$ cat config.mk
export PLATFORM = sky130hd
export DESIGN_NAME = https_url_validator_core
export DESIGN_NICKNAME = d
export VERILOG_FILES = /design/src/sv/huv_pkg.sv /design/src/sv/huv_step.sv /design/src/sv/https_url_validator_core.sv
export SDC_FILE = /design/constraint.sdc
export NUM_CORES = 1
export LEC_CHECK = 0
export ABC_AREA = 1
export BUFFER_PORTS_ARGS = -buffer_cell sky130_fd_sc_hd__buf_2
export CAP_MARGIN = 40
export CELL_PAD_IN_SITES_DETAIL_PLACEMENT = 1
export CELL_PAD_IN_SITES_GLOBAL_PLACEMENT = 2
export CORE_MARGIN = 3
export CORE_UTILIZATION = 30
export CTS_CLUSTER_DIAMETER = 80
export DETAILED_ROUTE_END_ITERATION = 8
export PLACE_DENSITY_LB_ADDON = 0.3
export SYNTH_ARGS = -nofsm -noshare
export SYNTH_HDL_FRONTEND = slang
export SYNTH_HIERARCHICAL = 1
export SYNTH_SLANG_ARGS = --single-unit
$ cat constraint.sdc
create_clock -name clock -period 7.65 [get_ports clock]
set_input_delay 0.3825 -clock clock [delete_from_list [all_inputs] [get_ports clock]]
set_output_delay 0.3825 -clock clock [all_outputs]
set_load 0.005 [all_outputs]
$ cat src/sv/huv_pkg.sv
`timescale 1ns / 1ps
// ----------------------------------------------------------------------------
// huv_pkg
// Shared types, limits and character codes for the https URL checker.
// ----------------------------------------------------------------------------
package huv_pkg;

   // Limits
   localparam int MAX_URL_BYTES  = 256;   // 16 .. 4096
   localparam int MAX_HOST_BYTES = 253;   // 4 .. 253

   localparam int BYTE_CNT_W = $clog2(MAX_URL_BYTES + 2);
   localparam int HOST_CNT_W = $clog2(MAX_HOST_BYTES + 2);
   localparam int LABEL_W    = 7;         // saturates at 64
   localparam int PORT_W     = 17;        // saturates at 65536
   localparam int PORT_OUT_W = 16;
   localparam int HLEN_W     = 8;
   localparam int PREFIX_LEN = 8;

   localparam logic [BYTE_CNT_W-1:0] URL_LIMIT    = BYTE_CNT_W'(MAX_URL_BYTES);
   localparam logic [BYTE_CNT_W-1:0] PREFIX_LAST  = BYTE_CNT_W'(PREFIX_LEN - 1);
   localparam logic [BYTE_CNT_W-1:0] PREFIX_END   = BYTE_CNT_W'(PREFIX_LEN);
   localparam logic [HOST_CNT_W-1:0] HOST_LIMIT   = HOST_CNT_W'(MAX_HOST_BYTES);
   localparam logic [LABEL_W-1:0]    LABEL_MAX    = LABEL_W'(63);
   localparam logic [LABEL_W-1:0]    LABEL_SAT    = LABEL_W'(64);
   localparam logic [PORT_W-1:0]     PORT_MAX     = PORT_W'(65535);
   localparam logic [PORT_W-1:0]     PORT_SAT     = PORT_W'(65536);

   // Character codes
   localparam logic [7:0] CH_SLASH = 8'h2f;
   localparam logic [7:0] CH_QUERY = 8'h3f;
   localparam logic [7:0] CH_HASH  = 8'h23;
   localparam logic [7:0] CH_AT    = 8'h40;
   localparam logic [7:0] CH_COLON = 8'h3a;
   localparam logic [7:0] CH_DOT   = 8'h2e;
   localparam logic [7:0] CH_DASH  = 8'h2d;
   localparam logic [7:0] CH_UNDER = 8'h5f;
   localparam logic [7:0] CH_TILDE = 8'h7e;
   localparam logic [7:0] CH_ZERO  = 8'h30;

   typedef enum logic [1:0] {
      PH_PREFIX = 2'd0,
      PH_AUTH   = 2'd1,
      PH_PATH   = 2'd2
   } huv_phase_type;

   typedef enum logic [2:0] {
      ST_OK        = 3'd0,
      ST_TOO_LONG  = 3'd1,
      ST_NOT_HTTPS = 3'd2,
      ST_CREDS     = 3'd3,
      ST_BAD_HOST  = 3'd4,
      ST_BAD_PORT  = 3'd5,
      ST_BAD_PATH  = 3'd6
   } huv_status_type;

   typedef struct packed {
      logic [BYTE_CNT_W-1:0] byte_count;
      huv_phase_type         phase;
      logic                  prefix_ok;
      logic [HOST_CNT_W-1:0] host_count;
      logic [LABEL_W-1:0]    label_count;
      logic [7:0]            previous_char;
      logic                  hf_alpha;
      logic                  hf_dot;
      logic                  hf_bad;
      logic [1:0]            colon_count;
      logic [PORT_W-1:0]     port_value;
      logic                  port_digits;
      logic                  ef_at;
      logic                  ef_port_char;
      logic                  ef_path;
      logic                  ef_empty_auth;
   } huv_state_type;

   typedef struct packed {
      huv_status_type        status;
      logic [PORT_OUT_W-1:0] port_number;
      logic [HLEN_W-1:0]     host_bytes;
   } huv_result_type;

   localparam huv_state_type STATE_RESET = '{
      byte_count:    '0,
      phase:         PH_PREFIX,
      prefix_ok:     1'b1,
      host_count:    '0,
      label_count:   '0,
      previous_char: '0,
      hf_alpha:      1'b0,
      hf_dot:        1'b0,
      hf_bad:        1'b0,
      colon_count:   '0,
      port_value:    '0,
      port_digits:   1'b0,
      ef_at:         1'b0,
      ef_port_char:  1'b0,
      ef_path:       1'b0,
      ef_empty_auth: 1'b0
   };

   function automatic logic [7:0] scheme_char(input logic [2:0] idx);
      logic [7:0] ch;
      case (idx)
         3'd0:    ch = 8'h68;   // h
         3'd1:    ch = 8'h74;   // t
         3'd2:    ch = 8'h74;   // t
         3'd3:    ch = 8'h70;   // p
         3'd4:    ch = 8'h73;   // s
         3'd5:    ch = 8'h3a;   // :
         3'd6:    ch = 8'h2f;   // /
         default: ch = 8'h2f;   // /
      endcase
      return ch;
   endfunction

   function automatic logic is_lower(input logic [7:0] c);
      return (c >= 8'h61) && (c <= 8'h7a);
   endfunction

   function automatic logic is_upper(input logic [7:0] c);
      return (c >= 8'h41) && (c <= 8'h5a);
   endfunction

   function automatic logic is_digit(input logic [7:0] c);
      return (c >= 8'h30) && (c <= 8'h39);
   endfunction

endpackage

$ cat src/sv/huv_step.sv
`timescale 1ns / 1ps
// ----------------------------------------------------------------------------
// huv_step
// Per-word state update and end-of-URL verdict, all combinational.
// ----------------------------------------------------------------------------
module huv_step (
   input  huv_pkg::huv_state_type  cur_state,
   input  logic [7:0]              url_byte,
   input  logic                    is_last,
   output huv_pkg::huv_state_type  next_state,
   output huv_pkg::huv_result_type result
);

   huv_pkg::huv_state_type n;
   logic [huv_pkg::BYTE_CNT_W-1:0] pos;
   logic [huv_pkg::PORT_W+3:0]     port_prod;
   logic                           host_good;
   logic                           term;
   logic                           path_byte;
   logic                           host_char;

   always_comb begin
      n   = cur_state;
      pos = cur_state.byte_count;

      term = (url_byte == huv_pkg::CH_SLASH) || (url_byte == huv_pkg::CH_QUERY) ||
             (url_byte == huv_pkg::CH_HASH);
      host_char = huv_pkg::is_lower(url_byte) || huv_pkg::is_digit(url_byte) ||
                  (url_byte == huv_pkg::CH_DASH) || (url_byte == huv_pkg::CH_DOT);
      path_byte = huv_pkg::is_lower(url_byte) || huv_pkg::is_upper(url_byte) ||
                  huv_pkg::is_digit(url_byte) || (url_byte == huv_pkg::CH_SLASH) ||
                  (url_byte == huv_pkg::CH_DASH) || (url_byte == huv_pkg::CH_UNDER) ||
                  (url_byte == huv_pkg::CH_DOT) || (url_byte == huv_pkg::CH_TILDE);
      // value*10 + digit
      port_prod = ({4'b0, cur_state.port_value} << 3) + ({4'b0, cur_state.port_value} << 1)
                + (huv_pkg::PORT_W + 4)'(url_byte - huv_pkg::CH_ZERO);

      if (cur_state.byte_count <= huv_pkg::URL_LIMIT) begin
         n.byte_count = cur_state.byte_count + 1'b1;
      end

      case (cur_state.phase)
         huv_pkg::PH_PREFIX: begin
            if ((pos < huv_pkg::PREFIX_END) && (huv_pkg::scheme_char(pos[2:0]) != url_byte)) begin
               n.prefix_ok = 1'b0;
            end
            if (pos >= huv_pkg::PREFIX_LAST) begin
               n.phase = huv_pkg::PH_AUTH;
            end
         end
         huv_pkg::PH_AUTH: begin
            if (term) begin
               if (pos == huv_pkg::PREFIX_END) n.ef_empty_auth = 1'b1;
               if (url_byte != huv_pkg::CH_SLASH) n.ef_path = 1'b1;
               n.phase = huv_pkg::PH_PATH;
            end else begin
               if (url_byte == huv_pkg::CH_AT) n.ef_at = 1'b1;
               if (url_byte == huv_pkg::CH_COLON) begin
                  if (cur_state.colon_count < 2'd2) n.colon_count = cur_state.colon_count + 2'd1;
               end else if (cur_state.colon_count == 2'd0) begin
                  // host byte
                  if (cur_state.host_count <= huv_pkg::HOST_LIMIT) begin
                     n.host_count = cur_state.host_count + 1'b1;
                  end
                  if (!host_char) begin
                     n.hf_bad = 1'b1;
                  end else if (url_byte == huv_pkg::CH_DOT) begin
                     if ((cur_state.label_count == '0) ||
                         (cur_state.label_count > huv_pkg::LABEL_MAX) ||
                         (cur_state.previous_char == huv_pkg::CH_DASH)) begin
                        n.hf_bad = 1'b1;
                     end
                     n.label_count = '0;
                     n.hf_dot      = 1'b1;
                  end else begin
                     if ((cur_state.label_count == '0) && (url_byte == huv_pkg::CH_DASH)) begin
                        n.hf_bad = 1'b1;
                     end
                     if (cur_state.label_count < huv_pkg::LABEL_SAT) begin
                        n.label_count = cur_state.label_count + 1'b1;
                     end
                     if (huv_pkg::is_lower(url_byte)) n.hf_alpha = 1'b1;
                  end
                  n.previous_char = url_byte;
               end else if (cur_state.colon_count == 2'd1) begin
                  // port byte
                  if (!huv_pkg::is_digit(url_byte)) begin
                     n.ef_port_char = 1'b1;
                  end else begin
                     n.port_digits = 1'b1;
                     if (port_prod > (huv_pkg::PORT_W + 4)'(huv_pkg::PORT_MAX)) begin
                        n.port_value = huv_pkg::PORT_SAT;
                     end else begin
                        n.port_value = port_prod[huv_pkg::PORT_W-1:0];
                     end
                  end
               end
            end
         end
         default: begin
            if (!path_byte) n.ef_path = 1'b1;
         end
      endcase

      host_good = !n.hf_bad && n.hf_alpha && n.hf_dot && (n.label_count != '0) &&
                  (n.label_count <= huv_pkg::LABEL_MAX) &&
                  (n.previous_char != huv_pkg::CH_DASH) &&
                  (n.host_count != '0) && (n.host_count <= huv_pkg::HOST_LIMIT);

      result.port_number = '0;
      result.host_bytes  = '0;
      if (n.byte_count > huv_pkg::URL_LIMIT) begin
         result.status = huv_pkg::ST_TOO_LONG;
      end else if ((n.byte_count <= huv_pkg::PREFIX_END) || !n.prefix_ok) begin
         result.status = huv_pkg::ST_NOT_HTTPS;
      end else if ((n.phase != huv_pkg::PH_PATH) || n.ef_empty_auth) begin
         result.status = huv_pkg::ST_BAD_PATH;
      end else if (n.ef_at) begin
         result.status = huv_pkg::ST_CREDS;
      end else if ((n.colon_count >= 2'd2) || !host_good) begin
         result.status = huv_pkg::ST_BAD_HOST;
      end else if ((n.colon_count == 2'd1) &&
                   (!n.port_digits || n.ef_port_char ||
                    (n.port_value > huv_pkg::PORT_MAX) || (n.port_value == '0))) begin
         result.status = huv_pkg::ST_BAD_PORT;
      end else if (n.ef_path) begin
         result.status = huv_pkg::ST_BAD_PATH;
      end else begin
         result.status = huv_pkg::ST_OK;
         if (n.colon_count == 2'd1) begin
            result.port_number = n.port_value[huv_pkg::PORT_OUT_W-1:0];
         end
         result.host_bytes = huv_pkg::HLEN_W'(n.host_count);
      end

      // last word closes the URL and rearms for the next one
      next_state = is_last ? huv_pkg::STATE_RESET : n;
   end

endmodule

$ cat src/sv/https_url_validator_core.sv
`timescale 1ns / 1ps
// ----------------------------------------------------------------------------
// https_url_validator_core
// Streaming https URL checker: one URL byte per word, one verdict per URL.
// ----------------------------------------------------------------------------
// Flow: a word is registered at the input, then stepped into the parse
//   state; the verdict of a last word goes into the result register as
//   that word leaves the input register.
// Throughput: 1 word per cycle; a last word waits only while a held verdict
//   is not being taken.
// Reset: synchronous, active high; clears both valid bits and puts the parse
//   state at the start of a URL. No clearing pass.
// ----------------------------------------------------------------------------
module https_url_validator_core (
   input  logic        clock,
   input  logic        reset,
   // input words
   input  logic        req_valid,
   output logic        req_ready,
   input  logic [7:0]  req_url_byte,
   input  logic        req_is_last,
   // verdicts
   output logic        rsp_valid,
   input  logic        rsp_ready,
   output logic [2:0]  rsp_status,
   output logic [15:0] rsp_port_number,
   output logic [7:0]  rsp_host_bytes
);

   // Input register
   logic       in_valid_ff, in_valid_in;
   logic [7:0] in_byte_ff;
   logic       in_last_ff;

   // Parse state, carried across the words of one URL
   huv_pkg::huv_state_type st_ff, st_in;

   // Result register
   logic                    rsp_valid_ff, rsp_valid_in;
   huv_pkg::huv_result_type rsp_ff;

   huv_pkg::huv_result_type step_result;
   logic                    out_free;
   logic                    advance;

   huv_step u_step (
      .cur_state  (st_ff),
      .url_byte   (in_byte_ff),
      .is_last    (in_last_ff),
      .next_state (st_in),
      .result     (step_result)
   );

   // A non-last word always moves on; a last word waits only while a
   // previous verdict is still held and not being taken.
   assign out_free  = !rsp_valid_ff || rsp_ready;
   assign advance   = in_valid_ff && (!in_last_ff || out_free);
   assign req_ready = !in_valid_ff || advance;

   always_comb begin
      in_valid_in = in_valid_ff;
      if (req_ready) in_valid_in = req_valid;

      rsp_valid_in = rsp_valid_ff;
      if (advance && in_last_ff) begin
         rsp_valid_in = 1'b1;
      end else if (rsp_ready) begin
         rsp_valid_in = 1'b0;
      end
   end

   always_ff @(posedge clock) begin
      if (reset) begin
         in_valid_ff  <= 1'b0;
         rsp_valid_ff <= 1'b0;
         st_ff        <= huv_pkg::STATE_RESET;
      end else begin
         in_valid_ff  <= in_valid_in;
         rsp_valid_ff <= rsp_valid_in;
         if (advance) st_ff <= st_in;
      end
   end

   // Payload registers, no reset
   always_ff @(posedge clock) begin
      if (req_valid && req_ready) begin
         in_byte_ff <= req_url_byte;
         in_last_ff <= req_is_last;
      end
      if (advance && in_last_ff) rsp_ff <= step_result;
   end

   assign rsp_valid       = rsp_valid_ff;
   assign rsp_status      = rsp_ff.status;
   assign rsp_port_number = rsp_ff.port_number;
   assign rsp_host_bytes  = rsp_ff.host_bytes;

endmodule
==> flow_summary.ini, run 1 <==
[logic_synthesis]
synthAdderAreaFrac = 0.09717
avgSynthCellArea_um2 = 6.423
synth.distinct_cells = 47
synth-edff-count = 36
async_flop_share = 0
ys_seq_elements = 100
syn_inst = 1275
ys_warn_count = 6
synth_top_family_by_area = simple AND/OR/NAND/NOR gates
syn_area_um2 = 8189
synth_ff_type = dfxtp_1
yosysTopAreaCell = dfxtp_1
synth_seq_area_share = 0.2885
syn_nets = 1342
synthMuxAreaShare = 0
synthTopCellsByArea = dfxtp_1 16%, edfxtp_1 13%, nand2_1 13%, nor2_1 10%, inv_1 9.2%
synth-simple-area-share = 0.3702
yosysTopAreaCellShare = 0.1565
synth-compound-area-share = 0.09076
synthXorXnorAreaFrac = 0.02460

[die]
die_h_um = 171.2
rows = 59
core_area_um2 = 26430
fp.dieW_um = 171.2
start_util = 0.3099
ios = 42
die_area_um2 = 29320

[critical_path]
cp.required_ps = 7850
end_kind = flip-flop
critical_path.most_common_cell = nand2_1
worst_setup_path_start_kind = flip-flop
critPathSlowestCell = nor2_2
path_class = reg2reg
crit_fanout = 17
slowest_delay_ps = 590
r2r_cells = 22
path_depth = 22
cp.arrival_ps = 5350
path_cells = ha_1, nor2_1, buf_4, fa_1, ha_1, a21oi_1, nand2_1, a21oi_1, nand3_1, nand2_1, nand3_1, nor2_2, nand3_1, o21ai_0, nor2_1, nand2_1, nor2_1, nand2_1, nand2_1, nand2_2, nand4_4, nor2_1
critPathTopFamily = simple AND/OR/NAND/NOR gates
critPathBufInv = 1

[route]
drt-vias-per-instance = 4.892
wire_per_inst_um = 15.31
post-route-drc-count = 0
final_antenna_net_count = 0
num_vias = 7940
drt_pass1_iterations = 4
wl_um = 24850
drt_iter0_markers = 376

[timing]
finClkSkew_ps = 16.27
max_slew_margin = 0.4249
finalCritPeriodShare = 0.6728
finalSetupViolCount = 0
fmax_mhz = 194.3
fin_setup_tns_ps = 0
drv_slew = 0
hold_viol = 0
worst_pin_slew_ps = 862.7
period_minus_slack_ps = 5147
rsz0062_at_grt = no

[cells_and_area]
finalCoreUtilization = 0.3373
fillers = 3482
final_nets = 1350
drive_above_1_share = 0.08075
final_cell_mix = 277 x nand2_1, 221 x nor2_1, 201 x inv_1
layout_commonest_cell = nand2_1
multi_input_comb_area_um2 = 4780
seq_area_um2 = 2366
syn2layout_area_growth_pct = 8.862
n_antenna_cell = 0

[placement]
port_buffers = 41
gp_congestion = 0.8678
dpl.hpwl_um = 18520

[hold_path]
min_path_cells = 2
hp-class = in2reg

[global_route]
grt_pass1_vias = 8026
grt.overflow.total = 0
grt_first_pass_wirelength_um = 41790
track_usage = 0.1748
grt_max_degree = 86
antenna_found_initial = 0

[run_status]
outcome = finished, final reports clean

[cts]
clock_sinks = 100
clkLatencyLatePin_ps = 360
cts_buffers = 9
postCtsSetupRepairBufs = 0
clock_path_buffers = 2
cts_tree = built
cts_root_buffer = clkbuf_16
cts.clk_slew.worst_paths_ps = 80
hold_buffers = 0
htree_levels = 3
cts_resized = 0

[pwr]
p_leak_uw = 0.004079
power_density_nw_per_um2 = 162.6
p_total_uw = 1450
ir_drop_mv = 0.1012

[job]
drv_cap = 0
==> final cells by class <==
class,instances,share of cell area
sequential,100,0.2654
clock buffer,9,0.02526
clock inverter,7,0.007018
timing repair buffer,49,0.03200
tap,335,0.04702
multi-input combinational,916,0.5361
inverter,207,0.08716
==> worst paths after layout <==
path	from	to	slack [ps]
worst max register to register	in_byte_ff[4]$_DFFE_PP_	rsp_port_number[0]$_DFFE_PP_	2500
worst min-delay path	reset	in_valid_ff$_SDFFE_PP0P_	180
worst max-delay path	in_byte_ff[4]$_DFFE_PP_	rsp_port_number[0]$_DFFE_PP_	2500
worst min register to register	st_ff[50]$_SDFFE_PP1P_	st_ff[50]$_SDFFE_PP1P_	460
==> cells by family (layout without fill, tap and decap cells) <==
kind of cell	count (synthesis)	count (layout)
xor gates and xnor gates	23	23
and+or+nand+nor	701	701
DFF	100	100
AOI/OAI and AO/OA	138	138
buffers and inverters	259	272
adders and majority gates	54	54
==> synthesized netlist by cell type, drive strengths merged, types with 16 or more instances <==
master	instances
edfxtp	36
o21ai	29
nand4	31
ha	38
xor2	17
a21oi	90
nand2	280
inv	207
buf	31
nand3	122
nor2	238
fa	16
dfxtp	64
clkbuf	21
==> stage by stage <==
step	instance area, um2	worst slack (ps)	hold slack [ps]	instances
6_report	8915	2503	183.3	1623
5_1_grt	8915	1988	185.1	1623
3_3_place_gp	8600	2753	442.6	1606
2_1_floorplan	8189	3163	428.9	1275
3_5_place_dp	8627	2545	451.2	1607
4_1_cts	8915	2495	174.8	1623
==> registers in the layout, summed over array words and instances, names as in the netlist <==
signal and count:
rsp_valid 1, in_valid_ff 1, rsp_status 3, in_last_ff 1, in_byte_ff 8, rsp_host_bytes 8, st_ff 62, rsp_port_number 16
==> power by group <==
part           internal (uW)  total [uW]  switching, uW
clock                    230         468            237
sequential               575         612           36.2
combinational            125         371            246
==> per-layer routing <==
layer  up-vias  global-route usage  wire, um
li1       4039                   -         -
met1      3806              0.2522     12850
met3        18             0.02000       536
met2        77              0.2862     11170
met4         0             0.03114       292
met5         -                   0         0
(Power assumes the default switching activity.)
==> run 2, diff against run 1 <==
Settings changed: ABC_AREA 1 to 0.
Clock period 7.65 ns to 4.9 ns, I/O delays scaled along.
==> flow_summary.ini, run 2 <==
[logic_synthesis]
yosysTopAreaCell = dfxtp_1
syn_area_um2 = 8389
synth-edff-count = 36
synthXorXnorAreaFrac = 0.03863
synth-compound-area-share = 0.1582
syn_inst = 959
async_flop_share = 0
synth_ff_type = dfxtp_1
yosysMostFrequentCell = nand2b_1
ys_seq_elements = 100
yosys-top-cells-count = 129 x nand2b_1, 76 x nor2_1, 66 x mux2i_1
synthAdderAreaFrac = 0.09485
synthMuxAreaShare = 0.08009
synth_top_family_by_area = simple AND/OR/NAND/NOR gates
synth.distinct_cells = 84
synth-simple-area-share = 0.2874
synthTopCellsByArea = dfxtp_1 15%, edfxtp_1 13%, nand2b_1 9.6%, mux2i_1 7.9%, ha_1 5.7%
avgSynthCellArea_um2 = 8.748
ys_warn_count = 6
syn_nets = 1026
synth_seq_area_share = 0.2816
yosysTopAreaCellShare = 0.1527

[critical_path]
crit_fanout = 25
critPathSlowestCell = or4_4
r2r_setup_slack_ps = 230
critPathTopFamily = simple AND/OR/NAND/NOR gates
worst_setup_path_start_kind = flip-flop
slowest_delay_ps = 580
path_class = reg2reg
cp.required_ps = 5070
end_kind = flip-flop
critPathBufInv = 2
path_cells = ha_1, nor3_4, buf_12, fa_1, ha_1, nand2_1, or4_4, nor3b_1, a2111o_1, a2111oi_4, and4bb_2, o211ai_4, buf_12, nor4_2
cp.arrival_ps = 4850

[die]
ios = 42
die_h_um = 173.2
fp.dieW_um = 173.2
rows = 60
start_util = 0.3079
die_area_um2 = 30010
core_area_um2 = 27250

[cts]
clock_sinks = 100
cts_root_buffer = clkbuf_16
hold_buffers = 0
cts.clk_slew.worst_paths_ps = 80
htree_levels = 3
clkLatencyLatePin_ps = 360
cts_tree = built
cts_buffers = 9
clock_path_buffers = 2

[placement]
port_buffers = 41
gp_congestion = 0.7928
dpl.hpwl_um = 17770
place_inst = 1345

[route]
drt_pass1_iterations = 4
wl_um = 24120
final_antenna_net_count = 0
drt_iter0_markers = 425
post-route-drc-count = 0
wire_per_inst_um = 17.71
drt-vias-per-instance = 5.222
num_vias = 7113

[pwr]
p_leak_uw = 0.003405
ir_drop_mv = 0.1718
power_density_nw_per_um2 = 192.5

[timing]
finalCritPeriodShare = 0.9539
drv_slew = 0
holdWs_ps = 67.60
worst_pin_slew_ps = 884.5
rsz0062_at_grt = yes
hold_viol = 0
max_slew_margin = 0.4064
fmax_mhz = 213.9
finClkSkew_ps = 17.35
finalSetupViolCount = 0
period_minus_slack_ps = 4674

[cells_and_area]
top_register = st_ff
drive_above_1_share = 0.1404
layout_commonest_cell = nand2b_1
multi_input_comb_area_um2 = 5600
final_cells = 1362
fillers = 3192
seq_area_um2 = 2362
largest_reg_flops = 62
final_nets = 1052
syn2layout_area_growth_pct = 11.90
final_cell_mix = 129 x nand2b_1, 76 x nor2_1, 66 x mux2i_1
n_antenna_cell = 0

[global_route]
grt_pass1_vias = 7267
track_usage = 0.1608
grt.overflow.total = 0
grt_max_degree = 74
grt_first_pass_wirelength_um = 39920
antenna_found_initial = 0

[job]
drv_cap = 0

[run_status]
outcome = finished, final reports clean

[hold_path]
hp-class = in2reg
-- run 2: cell types whose count changed after synthesis, moves of 13 or more --
cell      change
nand3_1      -99
clkbuf_1     +27
inv_1       -174
nand2b_1    +129
nand2_1     -221
mux2i_1      +66
a22oi_1      +17
nor4_1       +13
nand4_1      -19
nor2_1      -145
xnor2_1      +14
nor2_2       -14
a21oi_1      -37
-- run 2: kinds of logic after synthesis --
family                   count (synthesis)
AO/OA/AOI/OAI                          189
XOR/XNOR                                37
adder cells (fa/ha/maj)                 54
buffers and inverters                   94
flip-flops                             100
multiplexers                            67
AND/OR/NAND/NOR                        418
-- run 2: timing repair --
item | CTS | global route
buffers inserted | 0 | 1
setup endpoints to repair | 0 | 24
resized for setup | 0 | 6
-- run 2: report_power, final --
group | switching (uW) | internal, uW
registers | 9.66 | 864
logic | 121 | 85.6
clock network | 369 | 358
total | 499 | 1310
-- run 2: final cells by class --
class                   instances  share of cell area
clock buffers                   9             0.02399
clock inverters                 7            0.007197
inverters                      27             0.01080
multi-input cells             765              0.5966
flip-flops and latches        100              0.2516
well taps                     372             0.04958
repair buffers                 82             0.06024
-- run 2: layer usage --
layer | GRT usage | part of all wire
met1 | 0.2392 | 0.52
met2 | 0.2522 | 0.44
met3 | 0.02146 | 0.027
met4 | 0.02601 | 0.0066
met5 | 0 | 0
-- run 2: worst reg2reg max path, delay by kind of cell, from the launching register on --
family	cells	cell delay (ps)
AO/OA/AOI/OAI	3	840
adder cells (fa/ha/maj)	3	1130
buffers and inverters	2	390
flip-flops	1	400
AND/OR/NAND/NOR	6	1740
-- run 2: through the flow --
stage	setup TNS [ps]	cell area, um2	total power (uW)	setup WS (ps)	utilization
CTS	0	9346	1842	42.99	0.3430
detailed placement	0	9054	1100	51.24	0.3322
global placement	0	9011	1096	230.9	0.3307
finish	0	9388	1807	225.8	0.3445
floorplan	0	8406	1046	38.96	-
global route	-26.93	9388	1895	-13.52	0.3445
-- run 2: worst paths after layout --
check | start | to | cells after the start
hold / removal | req_url_byte[0] | in_byte_ff[0]$_DFFE_PP_ | 1
setup reg to reg | in_byte_ff[4]$_DFFE_PP_ | rsp_port_number[3]$_DFFE_PP_ | 14
hold reg to reg | st_ff[24]$_SDFFE_PP0P_ | st_ff[24]$_SDFFE_PP0P_ | 2
setup / recovery | in_byte_ff[4]$_DFFE_PP_ | rsp_port_number[3]$_DFFE_PP_ | 14
==> run 3, diff against run 2 <==
--- a/config.mk
+++ b/config.mk
@@ -17,2 +17,3 @@
 export PLACE_DENSITY_LB_ADDON = 0.3
+export SLEW_MARGIN = 15
 export SYNTH_ARGS = -nofsm -noshare
==> constraint.sdc (replaced) <==
create_clock -name clock -period 4.9 [get_ports clock]
set_input_delay 0.49 -clock clock [delete_from_list [all_inputs] [get_ports clock]]
set_output_delay 0.49 -clock clock [all_outputs]
set_load 0.005 [all_outputs]
==> flow_summary.ini, run 3 (synthesis results as in run 2) <==
[critical_path]
crit_fanout = 25
path_cells = ha_1, nor3_4, buf_12, fa_1, ha_2, nand2_1, or4_4, nor3b_1, a2111o_1, a2111oi_4, and4bb_2, o211ai_4, buf_12, nor4_2
endpoint = rsp_port_number[13]$_DFFE_PP_
worst_setup_path_start_kind = flip-flop
r2r_cells = 14
slowest_delay_ps = 540
critPathBufInv = 2
cp.arrival_ps = 4830
r2r_setup_slack_ps = 250
r2r_start = in_byte_ff[4]$_DFFE_PP_
critical_path.most_common_cell = buf_12
critPathTopFamily = simple AND/OR/NAND/NOR gates
r2r-end = rsp_port_number[13]$_DFFE_PP_
path_depth = 14
end_kind = flip-flop
critPathSlowestCell = or4_4
crit_start = in_byte_ff[4]$_DFFE_PP_
cp.required_ps = 5070
path_class = reg2reg

[timing]
drv_slew = 0
finalCritPeriodShare = 0.9496
fin_setup_tns_ps = 0
rsz0062_at_grt = no
finalSetupViolCount = 0
period_minus_slack_ps = 4653
setup_slack_ps = 246.7
hold_viol = 0
max_slew_margin = 0.4347
worst_pin_slew_ps = 842.2
fmax_mhz = 214.9
finClkSkew_ps = 19.27

[route]
wire_per_inst_um = 17.97
wl_um = 24490
final_antenna_net_count = 0
num_vias = 7112
drt_iter0_markers = 369
drt-vias-per-instance = 5.218
post-route-drc-count = 0
drt_pass1_iterations = 5

[cts]
hold_buffers = 0
cts_buffers = 9
htree_levels = 3
cts_root_buffer = clkbuf_16
cts.clk_slew.worst_paths_ps = 80
clock_sinks = 100
clkLatencyLatePin_ps = 360
cts_tree = built
clock_path_buffers = 2

[cells_and_area]
final_cell_mix = 129 x nand2b_1, 76 x nor2_1, 66 x mux2i_1
fin_area_um2 = 9450
top_register = st_ff
largest_reg_flops = 62
finalCoreUtilization = 0.3468
drive_above_1_share = 0.1413
final_nets = 1053
fillers = 3189
layout_commonest_cell = nand2b_1
syn2layout_area_growth_pct = 12.65
n_antenna_cell = 0

[global_route]
grt_max_degree = 62
grt_first_pass_wirelength_um = 40260
grt.overflow.total = 0
grt_pass1_vias = 7352
antenna_found_initial = 0
track_usage = 0.1630

[die]
ios = 42
die_h_um = 173.2
start_util = 0.3079
rows = 60
core_area_um2 = 27250
fp.dieW_um = 173.2
die_area_um2 = 30010

[placement]
port_buffers = 41
dpl.hpwl_um = 18000
gp_congestion = 0.7951
pre_cts_ws_ps = 81.50
dpl-instance-area_um2 = 9074

[pwr]
power_density_nw_per_um2 = 196.5
p_total_uw = 1857
combPwrFrac = 0.113
switching_share = 0.2669
internal_power_uw = 1361
pwr-share-clk = 0.416
p_sw_uw = 495.5
pwr-share-seq = 0.471
ir_drop_mv = 0.1554
p_leak_uw = 0.003445

[job]
drv_cap = 0

[run_status]
outcome = finished, final reports clean

[hold_path]
hp-class = in2reg
[run 3: per-layer routing]
metal  GRT usage  vias to the layer above  share of wire
met4     0.02297                        0         0.0058
met2      0.2617                       66           0.45
met3     0.02059                        9          0.017
met5           0                        -              0
li1            -                     3512              -
met1      0.2396                     3525           0.52
[run 3: what timing repair did]
action / in CTS / in global routing
buffers inserted: 0 / 1
endpoints found under the setup margin: 0 / 31
gates resized for setup: 0 / 10
[run 3: layout make-up]
type                       count  area [um2]  area share
clock inverter                 6       81.33    0.008606
clock buffer                  10       229.0     0.02423
timing repair buffer          83       589.3     0.06236
multi-input combinational    765        5622      0.5949
inverter                      27       101.3     0.01072
tap                          372       465.4     0.04925
sequential                   100        2362      0.2500
[run 3: worst min path at each step]
stage,cells past startpoint,to,from
after floorplan,2,st_ff[38]$_SDFFE_PP0P_,st_ff[38]$_SDFFE_PP0P_
after global placement,2,st_ff[25]$_SDFFE_PP0P_,st_ff[25]$_SDFFE_PP0P_
after detailed placement,2,st_ff[4]$_SDFFE_PP0P_,st_ff[4]$_SDFFE_PP0P_
after CTS,1,in_last_ff$_DFFE_PP_,req_is_last
after global routing,1,in_last_ff$_DFFE_PP_,req_is_last
final,1,in_last_ff$_DFFE_PP_,req_is_last
[run 3: power groups by stage]
stage | combinational, uW | clock (uW) | sequential, uW
floorplan | 157 | 0 | 890
global placement | 202 | 0 | 894
detailed placement | 209 | 0 | 894
CTS | 209 | 805 | 874
global route | 231 | 832 | 876
finish | 209 | 773 | 874
[run 3: through the flow]
stage               hold WS, ps  instances
floorplan                 445.4        959
global placement          458.8       1343
detailed placement        469.9       1346
CTS                       298.3       1362
global route              296.3       1363
finish                    311.8       1363
